**src/rtl/i2a_pkg.sv**
```systemverilog
// ----------------------------------------------------------------------------
// Integer to ASCII digits: package
// Mode codes, widths, emitter load request and the digit to character map.
// ----------------------------------------------------------------------------
package i2a_pkg;

  localparam int unsigned ActW    = 3;
  localparam int unsigned ValW    = 64;
  localparam int unsigned LowW    = 32;
  localparam int unsigned DigW    = 4;
  localparam int unsigned DecDigs = 10;
  localparam int unsigned BcdW    = DecDigs * DigW;
  localparam int unsigned CntW    = 5;

  // Conversion modes
  localparam logic [ActW-1:0] ACT_SDEC = 3'd0;
  localparam logic [ActW-1:0] ACT_UDEC = 3'd1;
  localparam logic [ActW-1:0] ACT_HEXL = 3'd2;
  localparam logic [ActW-1:0] ACT_HEXU = 3'd3;
  localparam logic [ActW-1:0] ACT_PTR  = 3'd4;

  localparam logic [7:0] CH_ZERO  = 8'h30;
  localparam logic [7:0] CH_X     = 8'h78;
  localparam logic [7:0] CH_MINUS = 8'h2d;
  localparam logic [7:0] CH_LA    = 8'h61;
  localparam logic [7:0] CH_UA    = 8'h41;

  // Load request for the emitter: digits left aligned, MS nibble on top
  typedef struct packed {
    logic [ValW-1:0] digits;
    logic [CntW-1:0] cnt;
    logic [1:0]      pfx;
    logic            ptr;
    logic            upper;
  } em_load_t;

  // One digit (0..15) to its ASCII code
  function automatic logic [7:0] dig_char(input logic [DigW-1:0] d, input logic upper);
    logic [7:0] d8;
    d8 = {4'b0, d};
    if (d < 4'd10) begin
      dig_char = CH_ZERO + d8;
    end else begin
      dig_char = (upper ? CH_UA : CH_LA) + d8 - 8'd10;
    end
  endfunction

endpackage

```
**src/rtl/i2a_dd.sv**
```systemverilog
// ----------------------------------------------------------------------------
// Integer to ASCII digits: serial binary to BCD
// Double dabble on a 32-bit word, one input bit per cycle.
// ----------------------------------------------------------------------------
module i2a_dd (
  input  logic                   clk_i,
  input  logic                   rst_ni,
  input  logic                   start_i,
  input  logic [i2a_pkg::LowW-1:0] bin_i,
  output logic                   done_o,
  output logic [i2a_pkg::BcdW-1:0] bcd_o
);
  import i2a_pkg::*;

  logic [LowW-1:0] bin_q, bin_d;
  logic [BcdW-1:0] bcd_q, bcd_d, adj;
  logic [CntW-1:0] cnt_q, cnt_d;
  logic            run_q, run_d;
  logic            done_q, done_d;

  // Add three to every BCD digit of five or more
  always_comb begin
    for (int i = 0; i < DecDigs; i++) begin
      adj[i*DigW +: DigW] = (bcd_q[i*DigW +: DigW] >= 4'd5) ?
                            bcd_q[i*DigW +: DigW] + 4'd3 : bcd_q[i*DigW +: DigW];
    end
  end

  // Shift step and bit counter
  always_comb begin
    bin_d  = bin_q;
    bcd_d  = bcd_q;
    cnt_d  = cnt_q;
    run_d  = run_q;
    done_d = 1'b0;
    if (start_i) begin
      bin_d = bin_i;
      bcd_d = '0;
      cnt_d = '0;
      run_d = 1'b1;
    end else if (run_q) begin
      bcd_d = {adj[BcdW-2:0], bin_q[LowW-1]};
      bin_d = {bin_q[LowW-2:0], 1'b0};
      cnt_d = cnt_q + 1'b1;
      if (cnt_q == CntW'(LowW - 1)) begin
        run_d  = 1'b0;
        done_d = 1'b1;
      end
    end
  end

  always_ff @(posedge clk_i or negedge rst_ni) begin
    if (!rst_ni) begin
      run_q  <= 1'b0;
      done_q <= 1'b0;
      cnt_q  <= '0;
    end else begin
      run_q  <= run_d;
      done_q <= done_d;
      cnt_q  <= cnt_d;
    end
  end

  always_ff @(posedge clk_i) begin
    bin_q <= bin_d;
    bcd_q <= bcd_d;
  end

  assign done_o = done_q;
  assign bcd_o  = bcd_q;

endmodule

```
**src/rtl/i2a_emit.sv**
```systemverilog
// ----------------------------------------------------------------------------
// Integer to ASCII digits: character emitter
// Drops leading zero digits one a cycle, then sends prefix and digits
// through the output register, one nibble per character.
// ----------------------------------------------------------------------------
module i2a_emit (
  input  logic              clk_i,
  input  logic              rst_ni,
  input  logic              load_i,
  input  i2a_pkg::em_load_t req_i,
  output logic              busy_o,
  output logic              out_valid_o,
  input  logic              out_stall_i,
  output logic [7:0]        character_o,
  output logic              last_o
);
  import i2a_pkg::*;

  localparam logic [1:0] S_IDLE = 2'd0;
  localparam logic [1:0] S_SKIP = 2'd1;
  localparam logic [1:0] S_OUT  = 2'd2;

  logic [1:0]      state_q, state_d;
  logic [ValW-1:0] dig_q, dig_d;
  logic [CntW-1:0] cnt_q, cnt_d;
  logic [1:0]      pfx_q, pfx_d;
  logic            ptr_q, ptr_d;
  logic            upper_q, upper_d;
  logic            ov_q, ov_d;
  logic [7:0]      ch_q, ch_d;
  logic            last_q, last_d;
  logic            out_free;
  logic [DigW-1:0] top;

  assign out_free = !ov_q || !out_stall_i;
  assign top      = dig_q[ValW-1 -: DigW];

  always_comb begin
    state_d = state_q;
    dig_d   = dig_q;
    cnt_d   = cnt_q;
    pfx_d   = pfx_q;
    ptr_d   = ptr_q;
    upper_d = upper_q;
    ov_d    = ov_q && out_stall_i;
    ch_d    = ch_q;
    last_d  = last_q;
    case (state_q)
      S_IDLE: begin
        if (load_i) begin
          dig_d   = req_i.digits;
          cnt_d   = req_i.cnt;
          pfx_d   = req_i.pfx;
          ptr_d   = req_i.ptr;
          upper_d = req_i.upper;
          state_d = S_SKIP;
        end
      end
      // Leading zeros; a lone zero digit is kept
      S_SKIP: begin
        if (cnt_q > CntW'(1) && top == '0) begin
          dig_d = {dig_q[ValW-DigW-1:0], {DigW{1'b0}}};
          cnt_d = cnt_q - 1'b1;
        end else begin
          state_d = S_OUT;
        end
      end
      // Prefix first, then the digits
      S_OUT: begin
        if (out_free) begin
          ov_d = 1'b1;
          if (pfx_q != 2'd0) begin
            ch_d   = ptr_q ? ((pfx_q == 2'd2) ? CH_ZERO : CH_X) : CH_MINUS;
            last_d = 1'b0;
            pfx_d  = pfx_q - 1'b1;
          end else begin
            ch_d   = dig_char(top, upper_q);
            last_d = (cnt_q == CntW'(1));
            dig_d  = {dig_q[ValW-DigW-1:0], {DigW{1'b0}}};
            cnt_d  = cnt_q - 1'b1;
            if (cnt_q == CntW'(1)) begin
              state_d = S_IDLE;
            end
          end
        end
      end
      default: state_d = S_IDLE;
    endcase
  end

  always_ff @(posedge clk_i or negedge rst_ni) begin
    if (!rst_ni) begin
      state_q <= S_IDLE;
      ov_q    <= 1'b0;
    end else begin
      state_q <= state_d;
      ov_q    <= ov_d;
    end
  end

  always_ff @(posedge clk_i) begin
    dig_q   <= dig_d;
    cnt_q   <= cnt_d;
    pfx_q   <= pfx_d;
    ptr_q   <= ptr_d;
    upper_q <= upper_d;
    ch_q    <= ch_d;
    last_q  <= last_d;
  end

  assign busy_o      = (state_q != S_IDLE);
  assign out_valid_o = ov_q;
  assign character_o = ch_q;
  assign last_o      = last_q;

endmodule

```
**src/rtl/integer_to_ascii_digits_unit.sv**
```systemverilog
// ----------------------------------------------------------------------------
// Integer to ASCII digits unit
// Turns a value into its decimal or hex text, sent one character at a time.
// ----------------------------------------------------------------------------
// Input channel: in_valid_i, in_stall_o, action_i, value_i. Output channel:
// out_valid_o, out_stall_i, character_o, last_o; last_o marks the final
// character of a value's text. Requests move when valid is high and stall
// low. Modes 5 to 7 are taken and give no characters.
// One value is converted at a time. Decimal modes run a bit-serial double
// dabble that hands over its digits once all 32 bits are shifted in; hex and
// pointer modes load their nibbles at once. Leading zero digits then drop
// out one per cycle (over 10 decimal, 8 hex or 16 pointer places), the
// emitter moves to output, and characters leave at one per cycle while the
// output is not stalled. The next value may be taken while the final
// character still waits in the output register. Reset clears the state and
// valid flags; no request is pending afterwards. A stall on the output holds
// the character register and pauses the emitter's output step.
// ----------------------------------------------------------------------------
module integer_to_ascii_digits_unit (
  input  logic                     clk_i,
  input  logic                     rst_ni,
  input  logic                     in_valid_i,
  output logic                     in_stall_o,
  input  logic [i2a_pkg::ActW-1:0] action_i,
  input  logic [i2a_pkg::ValW-1:0] value_i,
  output logic                     out_valid_o,
  input  logic                     out_stall_i,
  output logic [7:0]               character_o,
  output logic                     last_o
);
  import i2a_pkg::*;

  logic            in_acc, em_busy, dd_done, conv_q, conv_d, neg_q, neg_d;
  logic            dd_start, em_load, is_dec, is_hex, neg_in;
  logic [LowW-1:0] low, mag;
  logic [BcdW-1:0] bcd;
  em_load_t        req;

  assign in_stall_o = conv_q || em_busy;
  assign in_acc     = in_valid_i && !in_stall_o;
  assign low        = value_i[LowW-1:0];
  assign is_dec     = (action_i == ACT_SDEC) || (action_i == ACT_UDEC);
  assign is_hex     = (action_i == ACT_HEXL) || (action_i == ACT_HEXU) ||
                      (action_i == ACT_PTR);
  assign neg_in     = (action_i == ACT_SDEC) && low[LowW-1];
  assign mag        = neg_in ? (~low + 1'b1) : low;
  assign dd_start   = in_acc && is_dec;
  assign em_load    = (in_acc && is_hex) || dd_done;

  // Decimal conversion in progress
  always_comb begin
    conv_d = conv_q;
    neg_d  = neg_q;
    if (dd_start) begin
      conv_d = 1'b1;
      neg_d  = neg_in;
    end else if (dd_done) begin
      conv_d = 1'b0;
    end
  end

  always_ff @(posedge clk_i or negedge rst_ni) begin
    if (!rst_ni) begin
      conv_q <= 1'b0;
    end else begin
      conv_q <= conv_d;
    end
  end

  always_ff @(posedge clk_i) begin
    neg_q <= neg_d;
  end

  // Emitter load request
  always_comb begin
    if (conv_q) begin
      req.digits = {bcd, {(ValW-BcdW){1'b0}}};
      req.cnt    = CntW'(DecDigs);
      req.pfx    = neg_q ? 2'd1 : 2'd0;
      req.ptr    = 1'b0;
      req.upper  = 1'b0;
    end else if (action_i == ACT_PTR) begin
      req.digits = value_i;
      req.cnt    = CntW'(ValW / DigW);
      req.pfx    = 2'd2;
      req.ptr    = 1'b1;
      req.upper  = 1'b0;
    end else begin
      req.digits = {low, {(ValW-LowW){1'b0}}};
      req.cnt    = CntW'(LowW / DigW);
      req.pfx    = 2'd0;
      req.ptr    = 1'b0;
      req.upper  = (action_i == ACT_HEXU);
    end
  end

  i2a_dd u_dd (
    .clk_i   (clk_i),
    .rst_ni  (rst_ni),
    .start_i (dd_start),
    .bin_i   (mag),
    .done_o  (dd_done),
    .bcd_o   (bcd)
  );

  i2a_emit u_emit (
    .clk_i       (clk_i),
    .rst_ni      (rst_ni),
    .load_i      (em_load),
    .req_i       (req),
    .busy_o      (em_busy),
    .out_valid_o (out_valid_o),
    .out_stall_i (out_stall_i),
    .character_o (character_o),
    .last_o      (last_o)
  );

endmodule

```
**config.mk**
```make
export PLATFORM = sky130hd
export DESIGN_NAME = integer_to_ascii_digits_unit
export DESIGN_NICKNAME = d
export VERILOG_FILES = /design/src/rtl/i2a_pkg.sv /design/src/rtl/i2a_dd.sv /design/src/rtl/i2a_emit.sv /design/src/rtl/integer_to_ascii_digits_unit.sv
export SDC_FILE = /design/constraint.sdc
export NUM_CORES = 1
export LEC_CHECK = 0
export BUFFER_PORTS_ARGS = -buffer_cell sky130_fd_sc_hd__buf_2
export CAP_MARGIN = 25
export CELL_PAD_IN_SITES_DETAIL_PLACEMENT = 1
export CELL_PAD_IN_SITES_GLOBAL_PLACEMENT = 1
export CORE_ASPECT_RATIO = 0.9
export CORE_MARGIN = 4
export CORE_UTILIZATION = 47
export DETAILED_ROUTE_END_ITERATION = 8
export PLACE_DENSITY = 0.86
export SKIP_LAST_GASP = 1
export SLEW_MARGIN = 20
export SYNTH_ARGS = -nofsm -noshare
export SYNTH_HDL_FRONTEND = slang
export SYNTH_SLANG_ARGS = --single-unit
```
**constraint.sdc**
```tcl
create_clock -name clk_i -period 12.3 [get_ports clk_i]
set_input_delay 0.615 -clock clk_i [delete_from_list [all_inputs] [get_ports clk_i]]
set_output_delay 0.615 -clock clk_i [all_outputs]
set_load 0.1 [all_outputs]
```
==> impl_results.md, run 1 <==
* Synth Warn # at 0
* N_diodes at 0
* Die Width at about 160 µm
* TritonCTS buffer count at 17
* Lkg Pwr at about 4.3 nW
* Largest cells by area after synthesis: edfxtp_1 37%, dfxtp_1 8.6%, mux2i_1 6.9%, nand2_1 5.9%, ha_1 4.6%
* Most used DFF post-synth: edfxtp_1
* Top cells by instance count after synthesis: 145 x nand2_1, 114 x edfxtp_1, 80 x nor2_1
* Slew HR at 0.3091
* # setup viols final at 0
* Switching pwr at roughly 0.0013 W
* Clock sinks at 165
* Die area at approximately 0.022 mm²
* # IOs at between 80 and 90
* DRC at 0
* RSZ-0062 raised after global routing: no
* Status: finished clean
* Crit path DAT at around 2.5 ns
* H-tree levels at 4
* FILL cells at 2196
* Slowest CP cell: buf_4
* WP data required at 11.69 ns
* Reg2reg setup slack at 9.52 ns
* Placed Instances at between 1000 and 1500
* VDD IR max at approximately 0.22 mV
* Post-cts resize count at 0
* Seq pwr share at 0.391
* Total grt overflow at 0
* DP Area at around 0.01 mm²
* Hold Crit Class: in2async
* Setup TNS at 0 ns
* #FFs+latches synth at 165
* FF/Latch Area at ~0.0045 mm²
* Final min period at a little over 3 ns
* Net count, final at approximately 1100
* Core ar. at 0.01928 mm²
* Distinct cells, synth at just under 60
* Initial antenna violation count at 0
* Worst slew pin tran at 1.036 ns
* Clk network pwr share at 0.175
* Post-synth EDFFs at 114
* Largest net degree at the start of global routing at around 110
* CP delay by family, top: buffers and inverters
* Synth Instances at 973
* Detailed Route WL at around 28000 µm
* Synthesized net count at between 1000 and 1500
* Bufs on Longest Clock Path at 2
* Die height at 141.2 µm
* Register area share after synthesis at 0.4853
* Worst path cell trace: buf_4, inv_1, nand2_1, buf_2
* Worst r2r src: conv_q
* Critical path type: reg2out
* Routed Antenna Nets at 0
* Hold Vio Cnt, Final at 0
* Fmax at roughly 320 MHz
* RR Endpoint: u_emit.dig_q[58]
* WP buf/inv at 3
* TritonRoute pass-1 iters at 5
* Worst Path Max Fanout at 76
* Async set or reset register ratio after synthesis at 0.06667
* Root buffer cell: clkbuf_16
* Post-CTS Setup Bufs at 0
* Multi-input gate area at between 0.004 and 0.005 mm²
* Final cycle utilization of the critical path at 0.2537
* Critical Path End Type: output port
* CP peak stage delay at about 0.62 ns
* Largest area contributor in the netlist: edfxtp_1
* Post-synthesis cell area at roughly 0.0093 mm²
* Syn avg cell area at ~9.5 µm²
* CTS tree: built
* Per-cell routed wire length at around 21 µm
* Vias in the first global route at just under 8000
* Via/cell ratio at roughly 5.9
* Sw Share at 0.4231
* Reg2Reg Depth at 6
* Gp weighted congestion at between 0.8 and 0.9
* Port-buffer cells at 80
* DR iter-0 viols at about 570
* FP Rows at 48
* Critical Path Source Type: register
* Max capacitance violation total at 0
* Hpwl dp at between 15000 and 20000 µm
* Share of the synthesized area in the top cell type at 0.3692
* Ratio of cells with drive above 1 in the final layout at 0.1332
* GRT Util Overall at 0.2507
* Vias at 7608
* Initial core utilization at 0.4809
* Combinational power share at 0.434
* First-pass GRT wire length at approximately 43000 µm
* Count leader, synth: nand2_1
* PwrDens at slightly below 300 mW/mm²
* Clk_lat worst skew at about 0.44 ns
* Max Slew Vio Count at 0
* Pint at around 0.0018 W
* Clk slew on worst S/H paths at 0.07 ns
* Layout Cells excl Fill at 1286
* Post-CTS Hold Fix Bufs at 0
* Design Power at just over 0.003 W
* Clock Skew at about 0.0094 ns
* Design area at around 0.010 mm²
* Post-route core utilization at 0.5398
* P&R area growth vs syn at 12.24%
worst register-to-register path, cell delays in order (launching register included):
cell and delay [ns]:
dfrtp_2 0.40, buf_4 0.35, nand2b_1 0.27, a21oi_2 0.16, nor2_1 0.10, a2111oi_2 0.29
buf_4 0.75
final cells by class:
| cell class | count | area share |
|---|---|---|
| Clock buffer | 19 | 0.04160 |
| Timing Repair Buffer | 88 | 0.04665 |
| Tap cell | 250 | 0.03006 |
| Inverter | 38 | 0.01371 |
| Clock inverter | 13 | 0.01335 |
| Sequential cell | 165 | 0.4326 |
| Multi-Input combinational cell | 713 | 0.4220 |
flip-flops by register name (all words and copies together) (netlist names):
register            cells
u_emit.dig_q           64
u_emit.cnt_q            5
u_dd.run_q              1
u_emit.ptr_q            1
u_emit.pfx_q            2
u_emit.upper_q          1
u_dd.bin_q             32
u_dd.bcd_o             40
u_emit.last_o           1
neg_q                   1
u_dd.cnt_q              5
u_emit.out_valid_o      1
conv_q                  1
u_emit.character_o      7
u_emit.state_q          2
u_dd.done_o             1
power groups by stage:
stage,Clock [W],Sequential [W],Combinational [W]
global route,0.000571,0.00124,0.00150
floorplan,0,0.00126,0.000928
global placement,0,0.00120,0.00123
detailed placement,0,0.00121,0.00132
finish,0.000542,0.00121,0.00135
CTS,0.000545,0.00121,0.00135
worst max path at each step:
stage / startpoint / to / slack [ns] / cells after the start
floorplan: action_i[0] / u_emit.cnt_q[0] / 2.77 / 5
global placement: action_i[2] / u_dd.bin_q[28] / 8.71 / 7
detailed placement: action_i[2] / u_dd.bin_q[28] / 8.66 / 7
CTS: conv_q / u_dd.bin_q[28] / 8.97 / 6
global route: conv_q / in_stall_o / 9.01 / 4
finish: conv_q / in_stall_o / 9.18 / 4
metal layers:
metal / track usage / share of wire / vias up
met2: 0.4216 / 0.49 / 232
met5: 0 / 0 / -
met4: 0.1036 / 0.031 / 0
met3: 0.05003 / 0.056 / 54
met1: 0.3155 / 0.42 / 3783
li1: - / - / 3539
stage by stage:
stage | setup WS, ns | hold WS [ns]
after global routing | 9.015 | 0.06822
final | 9.180 | 0.05830
after global placement | 8.715 | 0.4506
after CTS | 8.969 | 0.06031
after floorplan | 2.774 | 0.3194
after detailed placement | 8.663 | 0.4717
kinds of logic (layout without fill, tap and decap cells):
group | after synthesis | count (layout) | share of synthesized area
and+or+nand+nor | 325 | 325 | 0.1657
buffers and inverters | 95 | 158 | 0.04372
other | 1 | 1 | 0.0004045
adders and majority gates | 34 | 34 | 0.04588
xor gates and xnor gates | 47 | 47 | 0.04440
DFF | 165 | 165 | 0.4853
muxes | 65 | 65 | 0.07031
AOI/OAI and AO/OA | 241 | 241 | 0.1443
cell usage in the layout, fill, tap and decap left out, drive strengths merged, types with 19 or more instances in the layout:
| master | instances |
|---|---|
| xnor2 | 23 |
| a21oi | 79 |
| edfxtp | 114 |
| xor2 | 24 |
| nand2 | 145 |
| mux2i | 64 |
| clkbuf | 19 |
| ha | 34 |
| nor2 | 81 |
| inv | 38 |
| o21ai | 124 |
| dfxtp | 40 |
| buf | 88 |
Note: power is estimated with default switching activity, not from simulation.
==> run 2: changes to the inputs <==
--- a/config.mk
+++ b/config.mk
@@ -5,15 +5,16 @@
 export SDC_FILE = /design/constraint.sdc
 export NUM_CORES = 1
 export LEC_CHECK = 0
+export ABC_AREA = 1
 export BUFFER_PORTS_ARGS = -buffer_cell sky130_fd_sc_hd__buf_2
 export CAP_MARGIN = 25
 export CELL_PAD_IN_SITES_DETAIL_PLACEMENT = 1
 export CELL_PAD_IN_SITES_GLOBAL_PLACEMENT = 1
 export CORE_ASPECT_RATIO = 0.9
 export CORE_MARGIN = 4
-export CORE_UTILIZATION = 47
+export CORE_UTILIZATION = 41
 export DETAILED_ROUTE_END_ITERATION = 8
-export PLACE_DENSITY = 0.86
+export PLACE_DENSITY = 0.81
 export SKIP_LAST_GASP = 1
 export SLEW_MARGIN = 20
 export SYNTH_ARGS = -nofsm -noshare
==> constraint.sdc (replaced) <==
create_clock -name clk_i -period 2.7 [get_ports clk_i]
set_input_delay 0.135 -clock clk_i [delete_from_list [all_inputs] [get_ports clk_i]]
set_output_delay 0.135 -clock clk_i [all_outputs]
set_load 0.1 [all_outputs]
==> impl_results.md, run 2 <==
* Largest register by flop count: u_emit.dig_q
* Root buffer cell: clkbuf_16
* Critical path type: reg2reg
* Syn avg cell area at 8.536 µm² (-10%)
* Share of the synthesized area in the top cell type at 0.3683 (-0.0009443)
* Critical Path End Type: register
* Critical Path Source Type: register
* PwrDens at 1351 mW/mm² (+350%)
* TritonCTS buffer count at 17 (unchanged)
* Post-CTS Setup Bufs at 0 (unchanged)
* Max capacitance violation total at 0 (unchanged)
* Initial core utilization at 0.4234 (-0.05747)
* Die height at 150.8 µm (+6.8%)
* Max Slew Vio Count at 0 (unchanged)
* Commonest non-fill, non-tap cell in the layout: nand2_1
* Status: finished clean
* #FFs+latches synth at 165 (unchanged)
* Min Hold Slack at 0.09138 ns (+0.03309 ns)
* Die Width at 166.7 µm (+6.8%)
* N_diodes at 0 (unchanged)
* Synthesized net count at 1194 (+11%)
* Hpwl dp at 20960 µm (+13%)
* Distinct cells, synth at 46 (-22%)
* # IOs at 82 (unchanged)
* Top cells by instance count after synthesis: 233 x nand2_1, 139 x inv_1, 114 x edfxtp_1
* Post-synthesis cell area at 0.009295 mm² (+0.26%)
* TritonRoute pass-1 iters at 9 (+4)
* DRC at 0 (unchanged)
* Largest register FFs at 64 (unchanged)
* Clk_lat worst skew at 0.44 ns (about the same)
* Die area at 0.02515 mm² (+14%)
* RSZ-0062 raised after global routing: no
* FF/Latch Area at 0.004499 mm² (about the same)
* Synth Warn # at 0 (unchanged)
* Async set or reset register ratio after synthesis at 0.06667 (unchanged)
* H-tree levels at 4 (unchanged)
* DR iter-0 viols at 696 (+23%)
* Largest cells by area after synthesis: edfxtp_1 37%, nand2_1 9.4%, dfxtp_1 8.6%, o21ai_0 5.8%, inv_1 5.6%
* Via/cell ratio at 5.528 (-6.6%)
* FILL cells at 2658 (+21%)
* Pre-CTS setup slack at 0.4789 ns (-8.184 ns)
* Clock sinks at 165 (unchanged)
* FP Rows at 51 (+6.3%)
* Most used DFF post-synth: edfxtp_1
* Initial antenna violation count at 0 (unchanged)
* Final cycle utilization of the critical path at 0.8318
* Hold Crit Class: in2reg
* CTS tree: built
* WP data required at 2.79 ns (-8.90 ns)
* Core ar. at 0.02195 mm² (+14%)
* Largest area contributor in the netlist: edfxtp_1
* Lkg Pwr at 4.511 nW (+5.0%)
* Synth Instances at 1089 (+12%)
* # setup viols final at 0 (unchanged)
* Crit path DAT at 2.34 ns (-0.16 ns)
* Hold Vio Cnt, Final at 0 (unchanged)
* Routed Antenna Nets at 0 (unchanged)
* Worst Path Max Fanout at 69 (-9.2%)
* Register area share after synthesis at 0.4840 (-0.001241)
* Design Power at 0.01438 W (+360%)
* Gp weighted congestion at 0.8443 (-4.2%)
* Final min period at between 2 and 2.5 ns
* Port-buffer cells at 80 (unchanged)
* Vias in the first global route at 8239 (+5.0%)
* Post-cts resize count at 0 (unchanged)
* Total grt overflow at 0 (unchanged)
* Detailed Route WL at 29010 µm (+5.0%)
* GRT Util Overall at 0.2313 (-0.01933)
* Net count, final at 1265 (+12%)
* Vias at 8087 (+6.3%)
* Final WS setup at 0.4543 ns (-8.726 ns)
* Bufs on Longest Clock Path at 2 (unchanged)
* Clk slew on worst S/H paths at 0.06 ns (about the same)
* Largest net degree at the start of global routing at 70 (-38%)
* Per-cell routed wire length at 19.83 µm (-7.7%)
* Multi-input gate area at 0.004008 mm² (-8.7%)
* Count leader, synth: nand2_1
* P&R area growth vs syn at 14.46%
* VDD IR max at 0.6948 mV (+220%)
* Ratio of cells with drive above 1 in the final layout at 0.1408 (+0.007580)
* Commonest non-fill, non-tap cells in the layout: 233 x nand2_1, 137 x inv_1, 114 x edfxtp_1
* Clock Skew at 0.009973 ns (+0.0005862 ns)
* Post-synth EDFFs at 114 (unchanged)
* Fmax at approximately 450 MHz
* First-pass GRT wire length at 45710 µm (+6.7%)
## run 2: cell count changes after synthesis, sizes merged, moves of 27 or more
cell	previous run	this run
nand2	145	243
o22ai	2	44
inv	38	143
mux2i	64	0
nand3	18	45
a21oi	79	52
## run 2: cell families after synthesis
kind of cell / count (synthesis) / synth area share
and+or+nand+nor: 394 / 0.1847
AOI/OAI and AO/OA: 279 / 0.1728
buffers and inverters: 191 / 0.08871
DFF: 165 / 0.4840
adders and majority gates: 34 / 0.04577
xor gates and xnor gates: 25 / 0.02356
other: 1 / 0.0004034
## run 2: final cells by class
cell class	instances	area share
flip-flops and latches	165	0.4229
repair buffers	99	0.05739
multi-input cells	733	0.3767
well taps	291	0.03422
clock buffers	18	0.04034
clock inverters	13	0.01694
inverters	144	0.05151
## run 2: final timing paths
path | start | end | slack, ns | cells past startpoint
setup / recovery | u_emit.dig_q[60] | u_emit.dig_q[55] | 0.45 | 7
hold / removal | action_i[2] | u_emit.upper_q | 0.09 | 2
setup reg to reg | u_emit.dig_q[60] | u_emit.dig_q[55] | 0.45 | 7
hold reg to reg | u_dd.bcd_o[35] | u_dd.bcd_o[35] | 0.47 | 2
max in group asynchronous | rst_ni | u_emit.state_q[1] | 2.36 | 2
min in group asynchronous | rst_ni | u_dd.cnt_q[2] | 0.11 | 2
## run 2: repair_timing
action,CTS,global route
hold buffers,2,0
hold endpoints to repair,12,0
setup endpoints to repair,0,0
## run 2: worst max-delay path, stage by stage (launching register included)
cell	delay, ns
edfxtp_1	0.42
inv_1	0.14
ha_1	0.16
nand3_1	0.07
nor3_1	0.31
o21bai_1	0.16
nor3b_4	0.23
buf_12	0.35
## run 2: stage by stage
stage	setup TNS (ns)	instance area [µm²]	instances	util
5_1_grt	0	10640	1463	0.4847
3_5_place_dp	0	10010	1430	0.4560
4_1_cts	0	10640	1463	0.4847
3_3_place_gp	0	10010	1430	0.4560
2_1_floorplan	-45.74	9331	1089	-
6_report	0	10640	1463	0.4847
## run 2: power breakdown
group	leakage (nW)	internal, W	total (W)	switching [W]
clock network	0.299	0.00154	0.00259	0.00105
logic	2.64	0.00205	0.00650	0.00445
registers	1.57	0.00463	0.00529	0.000651
total	4.51	0.00823	0.0144	0.00615
## run 2: routing by layer
layer	up-vias	track usage	part of all wire
met5	-	0	0
met2	254	0.3801	0.47
met4	0	0.07894	0.026
met3	51	0.04462	0.054
met1	3946	0.3102	0.45
li1	3836	-	-
